$ cat src/hdl/rsa_mexp_pkg.sv
// Shared widths, register indexes and multiplier handshake types for the modular exponentiation core
`timescale 1ns / 1ps

package rsa_mexp_pkg;

  // Arithmetic widths
  localparam int MOD_WIDTH = 16;
  localparam int EXP_WIDTH = 16;
  localparam int MM_CNT_W  = $clog2(MOD_WIDTH);
  localparam int EXP_CNT_W = $clog2(EXP_WIDTH);

  // Configuration port
  localparam int CFG_ADDR_W = 4;
  localparam int CFG_DATA_W = 32;

  typedef enum logic [1:0] {
    REG_ENC_EXP = 2'd0,
    REG_ENC_MOD = 2'd1,
    REG_DEC_EXP = 2'd2,
    REG_DEC_MOD = 2'd3
  } reg_idx_t;

  // Request to the modular multiplier: product a*b mod n, a already below n
  typedef struct packed {
    logic                 go;
    logic [MOD_WIDTH-1:0] a;
    logic [MOD_WIDTH-1:0] b;
    logic [MOD_WIDTH-1:0] n;
  } mm_req_t;

  // Response from the modular multiplier
  typedef struct packed {
    logic                 done;
    logic [MOD_WIDTH-1:0] p;
  } mm_rsp_t;

endpackage

$ cat src/hdl/rsa_mexp_mulmod.sv
// Bit-serial modular multiplier using add-and-double, one multiplier bit per cycle
`timescale 1ns / 1ps

module rsa_mexp_mulmod (
  input  logic                  clk,
  input  logic                  rst_n,
  input  rsa_mexp_pkg::mm_req_t req,
  output rsa_mexp_pkg::mm_rsp_t rsp
);
  import rsa_mexp_pkg::*;

  typedef enum logic {
    MM_IDLE,
    MM_RUN
  } mm_state_t;

  mm_state_t            state_r;
  logic [MOD_WIDTH-1:0] a_r;
  logic [MOD_WIDTH-1:0] b_r;
  logic [MOD_WIDTH-1:0] n_r;
  logic [MOD_WIDTH-1:0] acc_r;
  logic [MM_CNT_W-1:0]  cnt_r;
  logic                 done_r;

  // (x + y) mod n for x, y below n; a modulus of zero wraps at the word width
  function automatic logic [MOD_WIDTH-1:0] add_mod(input logic [MOD_WIDTH-1:0] x,
                                                    input logic [MOD_WIDTH-1:0] y,
                                                    input logic [MOD_WIDTH-1:0] n);
    logic [MOD_WIDTH:0] s;
    logic [MOD_WIDTH:0] d;
    s = {1'b0, x} + {1'b0, y};
    d = s - {1'b0, n};
    if (n == '0) begin
      add_mod = s[MOD_WIDTH-1:0];
    end else if (s >= {1'b0, n}) begin
      add_mod = d[MOD_WIDTH-1:0];
    end else begin
      add_mod = s[MOD_WIDTH-1:0];
    end
  endfunction

  // Sequencer and datapath: scan b from its low bit, accumulate and double a
  always_ff @(posedge clk) begin
    if (!rst_n) begin
      state_r <= MM_IDLE;
      done_r  <= 1'b0;
      cnt_r   <= '0;
    end else begin
      done_r <= 1'b0;
      case (state_r)
        MM_IDLE: begin
          if (req.go) begin
            a_r     <= req.a;
            b_r     <= req.b;
            n_r     <= req.n;
            acc_r   <= '0;
            cnt_r   <= '0;
            state_r <= MM_RUN;
          end
        end
        MM_RUN: begin
          if (b_r[0]) begin
            acc_r <= add_mod(acc_r, a_r, n_r);
          end
          a_r   <= add_mod(a_r, a_r, n_r);
          b_r   <= b_r >> 1;
          cnt_r <= cnt_r + 1'b1;
          if (cnt_r == MM_CNT_W'(MOD_WIDTH - 1)) begin
            done_r  <= 1'b1;
            state_r <= MM_IDLE;
          end
        end
        default: state_r <= MM_IDLE;
      endcase
    end
  end

  assign rsp.done = done_r;
  assign rsp.p    = acc_r;

endmodule

$ cat src/hdl/rsa_modular_exponentiation_core.sv
// Top level: register file, square-and-multiply sequencer and result strobe
// The bit-serial multiplier serves one reducing multiply and then, for every exponent bit, a
// multiply where the bit is set followed by a square; all exponent bits are always scanned.
// A zero exponent gives the result strobe in the cycle after the start beat, with no multiply.
// Throughput: one item at a time, busy high until the result strobe; results cannot be stalled.
// Reset: synchronous active-low rst_n; exponents reset to 1, moduli to 2, sequencer to idle.
`timescale 1ns / 1ps

module rsa_modular_exponentiation_core (
  input  logic                                  clk,
  input  logic                                  rst_n,
  // command channel
  input  logic                                  start,
  output logic                                  busy,
  input  logic                                  in_kind,
  input  logic [rsa_mexp_pkg::MOD_WIDTH-1:0]    in_value,
  // result channel
  output logic                                  out_valid,
  output logic [rsa_mexp_pkg::MOD_WIDTH-1:0]    out_result_value,
  // configuration port
  input  logic                                  psel,
  input  logic                                  penable,
  input  logic                                  pwrite,
  input  logic [rsa_mexp_pkg::CFG_ADDR_W-1:0]   paddr,
  input  logic [rsa_mexp_pkg::CFG_DATA_W-1:0]   pwdata,
  output logic [rsa_mexp_pkg::CFG_DATA_W-1:0]   prdata,
  output logic                                  pready
);
  import rsa_mexp_pkg::*;

  typedef enum logic [2:0] {
    S_IDLE,
    S_REDUCE,
    S_STEP,
    S_MUL,
    S_SQR
  } state_t;

  // configuration registers
  logic [EXP_WIDTH-1:0] enc_exp_r;
  logic [MOD_WIDTH-1:0] enc_mod_r;
  logic [EXP_WIDTH-1:0] dec_exp_r;
  logic [MOD_WIDTH-1:0] dec_mod_r;

  // sequencer
  state_t               state_r;
  logic [EXP_WIDTH-1:0] exp_r;
  logic [MOD_WIDTH-1:0] n_r;
  logic [MOD_WIDTH-1:0] acc_r;
  logic [MOD_WIDTH-1:0] base_r;
  logic [EXP_CNT_W-1:0] bit_r;
  logic                 out_valid_r;
  logic [MOD_WIDTH-1:0] out_value_r;
  mm_req_t              mm_req_r;
  mm_rsp_t              mm_rsp;

  logic                 accept;
  logic                 cfg_wr;
  reg_idx_t             cfg_idx;
  logic [EXP_WIDTH-1:0] sel_exp;
  logic [MOD_WIDTH-1:0] sel_mod;
  logic [MOD_WIDTH-1:0] one_mod;

  // configuration access
  assign pready  = 1'b1;
  assign cfg_wr  = psel & penable & pwrite;
  assign cfg_idx = reg_idx_t'(paddr[3:2]);

  always_ff @(posedge clk) begin
    if (!rst_n) begin
      enc_exp_r <= EXP_WIDTH'(1);
      enc_mod_r <= MOD_WIDTH'(2);
      dec_exp_r <= EXP_WIDTH'(1);
      dec_mod_r <= MOD_WIDTH'(2);
    end else if (cfg_wr) begin
      case (cfg_idx)
        REG_ENC_EXP: enc_exp_r <= pwdata[EXP_WIDTH-1:0];
        REG_ENC_MOD: enc_mod_r <= pwdata[MOD_WIDTH-1:0];
        REG_DEC_EXP: dec_exp_r <= pwdata[EXP_WIDTH-1:0];
        REG_DEC_MOD: dec_mod_r <= pwdata[MOD_WIDTH-1:0];
        default: ;
      endcase
    end
  end

  always_comb begin
    case (cfg_idx)
      REG_ENC_EXP: prdata = CFG_DATA_W'(enc_exp_r);
      REG_ENC_MOD: prdata = CFG_DATA_W'(enc_mod_r);
      REG_DEC_EXP: prdata = CFG_DATA_W'(dec_exp_r);
      REG_DEC_MOD: prdata = CFG_DATA_W'(dec_mod_r);
      default:     prdata = '0;
    endcase
  end

  // key selection for the incoming beat; 1 mod n is 0 only for a modulus of one
  assign busy    = (state_r != S_IDLE);
  assign accept  = start & ~busy;
  assign sel_exp = in_kind ? dec_exp_r : enc_exp_r;
  assign sel_mod = in_kind ? dec_mod_r : enc_mod_r;
  assign one_mod = (sel_mod == MOD_WIDTH'(1)) ? '0 : MOD_WIDTH'(1);

  // square-and-multiply sequencer, low exponent bit first
  always_ff @(posedge clk) begin
    if (!rst_n) begin
      state_r     <= S_IDLE;
      out_valid_r <= 1'b0;
      mm_req_r.go <= 1'b0;
      bit_r       <= '0;
    end else begin
      out_valid_r <= 1'b0;
      mm_req_r.go <= 1'b0;
      case (state_r)
        S_IDLE: begin
          if (accept) begin
            if (sel_exp == '0) begin
              out_valid_r <= 1'b1;
              out_value_r <= MOD_WIDTH'(1);
            end else begin
              // reduce the value: (1 mod n) * value mod n
              exp_r       <= sel_exp;
              n_r         <= sel_mod;
              acc_r       <= one_mod;
              bit_r       <= '0;
              mm_req_r.go <= 1'b1;
              mm_req_r.a  <= one_mod;
              mm_req_r.b  <= in_value;
              mm_req_r.n  <= sel_mod;
              state_r     <= S_REDUCE;
            end
          end
        end
        S_REDUCE: begin
          if (mm_rsp.done) begin
            base_r  <= mm_rsp.p;
            state_r <= S_STEP;
          end
        end
        S_STEP: begin
          mm_req_r.go <= 1'b1;
          mm_req_r.n  <= n_r;
          if (exp_r[bit_r]) begin
            mm_req_r.a <= acc_r;
            mm_req_r.b <= base_r;
            state_r    <= S_MUL;
          end else begin
            mm_req_r.a <= base_r;
            mm_req_r.b <= base_r;
            state_r    <= S_SQR;
          end
        end
        S_MUL: begin
          if (mm_rsp.done) begin
            acc_r       <= mm_rsp.p;
            mm_req_r.go <= 1'b1;
            mm_req_r.a  <= base_r;
            mm_req_r.b  <= base_r;
            mm_req_r.n  <= n_r;
            state_r     <= S_SQR;
          end
        end
        S_SQR: begin
          if (mm_rsp.done) begin
            base_r <= mm_rsp.p;
            if (bit_r == EXP_CNT_W'(EXP_WIDTH - 1)) begin
              out_valid_r <= 1'b1;
              out_value_r <= acc_r;
              state_r     <= S_IDLE;
            end else begin
              bit_r   <= bit_r + 1'b1;
              state_r <= S_STEP;
            end
          end
        end
        default: state_r <= S_IDLE;
      endcase
    end
  end

  // shared modular multiplier
  rsa_mexp_mulmod u_mulmod (
    .clk   (clk),
    .rst_n (rst_n),
    .req   (mm_req_r),
    .rsp   (mm_rsp)
  );

  assign out_valid        = out_valid_r;
  assign out_result_value = out_value_r;

endmodule
$ cat config.mk
export PLATFORM = sky130hd
export DESIGN_NAME = rsa_modular_exponentiation_core
export DESIGN_NICKNAME = d
export VERILOG_FILES = /design/src/hdl/rsa_mexp_pkg.sv /design/src/hdl/rsa_mexp_mulmod.sv /design/src/hdl/rsa_modular_exponentiation_core.sv
export SDC_FILE = /design/constraint.sdc
export NUM_CORES = 1
export LEC_CHECK = 0
export BUFFER_PORTS_ARGS = -buffer_cell sky130_fd_sc_hd__buf_2
export CAP_MARGIN = 20
export CORE_UTILIZATION = 55
export DETAILED_ROUTE_END_ITERATION = 12
export GPL_ROUTABILITY_DRIVEN = 0
export PLACE_DENSITY = 0.73
export RECOVER_POWER = 25
export SYNTH_ARGS = -nofsm -noshare
export SYNTH_HDL_FRONTEND = slang
export SYNTH_SLANG_ARGS = --single-unit
$ cat constraint.sdc
create_clock -name clk -period 5.7 [get_ports clk]
set_input_delay 0.57 -clock clk [delete_from_list [all_inputs] [get_ports clk]]
set_output_delay 0.57 -clock clk [all_outputs]
set_load 0.01 [all_outputs]
==> flow_metrics.py <==
metrics = {
    "status": {
        "status": "finished with violations",
        "violations": "max-capacitance violations, max-slew violations",
    },
    "worst_setup_path": {
        "path_class": "flop to flop",
        "path_buf_inv": 0,
        "path_depth": 15,
        "crit_slowest_cell": "a31oi_4",
        "cp-end-kind": "flop",
        "cp_cell_sequence": "ha_1, fa_1, a211oi_1, o21ai_2, a21oi_1, nor2_1, xnor2_1, ha_1, and4_1, nand2_1, a21oi_1, o31ai_2, a31oi_4, o21ai_1, o211a_1",
        "cp_max_fo": 23,
        "critical-path-top-delay-family": "compound AO/OA/AOI/OAI gates",
        "max_stage_delay_ps": 700,
        "reg2regPathDepth": 15,
        "startpoint_type": "flop",
        "crit_required_ps": 5980,
        "worstPathArrival_ps": 4920,
    },
    "global_route": {
        "grt.met3_usage_pct": 3.25,
        "grt_pass1_vias": 9439,
        "grt.overflow.total": 0,
        "grt.met1_usage_pct": 34.0,
        "grt_use_met2_pct": 43.4,
        "grt_first_pass_wirelength_mm": 51.7,
        "grt-busiest-layer": "met2",
        "grt_max_degree": 69,
        "grt_antenna_before_repair": 0,
        "track_usage_pct": 25.7,
    },
    "detailed_routing": {
        "drtPass1Iterations": 5,
        "routed_wl_mm": 32.8,
        "drc_errors": 0,
        "drt_iter0_drc": 1026,
        "vias_per_cell": 5.90,
        "vias": 9772,
        "drtAntennaViolNets": 0,
        "wire_per_inst_um": 19.8,
    },
    "yosys": {
        "ys.warnings.count": 0,
        "synth_cells": 1259,
        "yosysTopAreaCell": "edfxtp_1",
        "synth.top_cell.area_share_pct": 41.8,
        "yosys-top-cells-area": "edfxtp_1 (42%), dfxtp_1 (11%), nand2_1 (4.9%)",
        "synth_edf_count": 192,
        "syn_area_um2": 13800,
        "yosysSeqAreaShare_pct": 53.2,
        "ys_types": 70,
        "ys.flop_type": "edfxtp_1",
        "netlist_top_cells_count": "edfxtp_1 (192), nand2_1 (180), a21oi_1 (117), dfxtp_1 (79), nor2_1 (71)",
        "async_flop_share_pct": 0,
        "yosysMostFrequentCell": "edfxtp_1",
        "ys_seq_elements": 271,
        "syn_area_per_cell_um2": 11.0,
    },
    "floorplanning": {
        "start_util_pct": 56.4,
        "core.rowCount": 57,
        "die_x_um": 160,
        "dieArea_um2": 25700,
        "ios": 110,
        "chipHeight_um": 160,
        "core_area_um2": 24500,
    },
    "sta": {
        "finClkSkew_ps": 45.7,
        "tightest_slew_ps": 3060,
        "whs_ps": 268,
        "final-setup-viol-count": 0,
        "relSlewSlack_pct": -104,
        "setup_tns_ps": 0,
        "grt_setup_unrepaired": "false",
        "final_max_slew_viol_count": 121,
        "period_minus_slack_ps": 4640,
        "finalCritPeriodShare_pct": 81.4,
        "hold_viol_final": 0,
        "fmax_mhz": 216,
        "finalWorstSetupSlack_ps": 1060,
    },
    "cts": {
        "htreeDepth": 1,
        "numCtsBuffers": 28,
        "insertion_delay_ps": 570,
        "postCtsSetupBuffers": 0,
        "clkSinkCount": 271,
        "clk_pin_slew_ps": 60,
        "cts_root_buffer": "clkbuf_16",
        "cts_buffer_depth": 3,
        "holdBufCountCts": 0,
        "cts_tree": "built",
        "cts-resized-gates": 0,
    },
    "placed_design": {
        "post_dp_cell_area_um2": 14400,
        "dp_slack_ps": 1080,
        "dp_hpwl_mm": 23.0,
        "port_buffers": 74,
    },
    "cells_and_area": {
        "finish.instance_area_um2": 15300,
        "seq_area_um2": 7350,
        "nets": 1422,
        "num-fill-cells": 1990,
        "multi_input_area_um2": 5970,
        "drive_gt1_share_pct": 14.7,
        "area_growth_pct": 10.9,
        "antennaDiodeCount": 0,
    },
    "power": {
        "p_leak_uw": 0.00583,
        "peakVddDrop_mv": 0.246,
        "p_per_area_nw_per_um2": 332,
        "p_total_uw": 5090,
    },
    "min_path": {
        "hold_path_depth": 3,
        "hold_class": "input port to flop",
    },
    "run": {
        "maxCapViolCount": 3,
    },
}
-- final timing paths --
check        slack, ps                                to                             from
max               1060  u_mulmod.acc_r[14]$_SDFFCE_PN0P_  u_mulmod.acc_r[0]$_SDFFCE_PN0P_
min reg2reg        420         u_mulmod.n_r[1]$_DFFE_PP_            mm_req_r[1]$_DFFE_PP_
max reg2reg       1060  u_mulmod.acc_r[14]$_SDFFCE_PN0P_  u_mulmod.acc_r[0]$_SDFFCE_PN0P_
min                270         dec_mod_r[1]$_SDFFE_PN1P_                        pwdata[1]
-- metrics by stage --
stage               std cells  utilization [%]
global route             1656             62.6
global placement         1604             58.7
detailed placement       1604             58.7
floorplan                1274                -
finish                   1656             62.6
CTS                      1656             62.7
-- sequential cells by signal, indices dropped and copies added, names as in the netlist, 3 cells and up --
register and flops:
out_result_value 16, dec_exp_r 16, u_mulmod.acc_r 16, dec_mod_r 16, exp_r 16, acc_r 16, enc_mod_r 16, bit_r 4
u_mulmod.b_r 16, base_r 16, u_mulmod.n_r 16, u_mulmod.cnt_r 4, enc_exp_r 16, mm_req_r 49, n_r 16, state_r 3
u_mulmod.a_r 16
-- worst reg2reg max path, delay by kind of cell, from the launching register on --
| kind | cells | cell delay [ps] |
|---|---|---|
| DFF | 1 | 470 |
| xor gates and xnor gates | 1 | 170 |
| adders and majority gates | 3 | 1080 |
| AOI/OAI and AO/OA | 8 | 2260 |
| and+or+nand+nor | 3 | 430 |
-- report_power, final --
| group | leakage [µW] | switching, µW | internal (µW) |
|---|---|---|---|
| Sequential | 0.00242 | 61.3 | 2220 |
| Combinational | 0.00294 | 551 | 367 |
| Clock | 0.000465 | 765 | 1130 |
-- cell usage in the layout (no fill, tap or decap), types with 11 or more instances in the layout --
cell / synthesis / final
edfxtp_1: 192 / 192
nand2_1: 180 / 180
a21oi_1: 117 / 116
dfxtp_1: 79 / 79
buf_2: 11 / 71
nor2_1: 71 / 70
ha_1: 50 / 50
inv_1: 44 / 44
and3_1: 38 / 38
mux2i_1: 37 / 37
a22o_1: 34 / 34
xnor2_1: 29 / 29
clkbuf_16: 0 / 28
mux2_2: 33 / 26
o21ai_1: 25 / 25
nand3_1: 25 / 25
mux4_2: 20 / 20
conb_1: 2 / 17
nor2b_1: 16 / 15
nor3_1: 14 / 14
o21ai_0: 14 / 14
o21a_1: 12 / 12
xor2_1: 12 / 12
nor4_1: 12 / 11
clkbuf_1: 45 / 11
-- layout make-up --
class	count	area share (%)
Clock buffer	36	4.97
Clock inverter	16	1.36
Inverter	46	1.13
Multi-Input combinational cell	876	39.0
Sequential cell	271	48.0
Tap cell	324	2.65
Timing Repair Buffer	87	2.96
-- cell families after synthesis --
family                     share of synthesized area [%]
buffers and inverters                               4.18
xor gates and xnor gates                            2.60
DFF                                                 53.2
AOI/OAI and AO/OA                                   12.6
adders and majority gates                           4.97
muxes                                               8.88
other                                             0.0544
and+or+nand+nor                                     13.5
-- layer usage --
| metal | wire length, µm | up-vias |
|---|---|---|
| met5 | 0 | - |
| met4 | 1180 | 0 |
| met3 | 1820 | 55 |
| met2 | 16100 | 320 |
| met1 | 13700 | 4715 |
| li1 | - | 4682 |
Note: power is estimated with default switching activity, not from simulation.
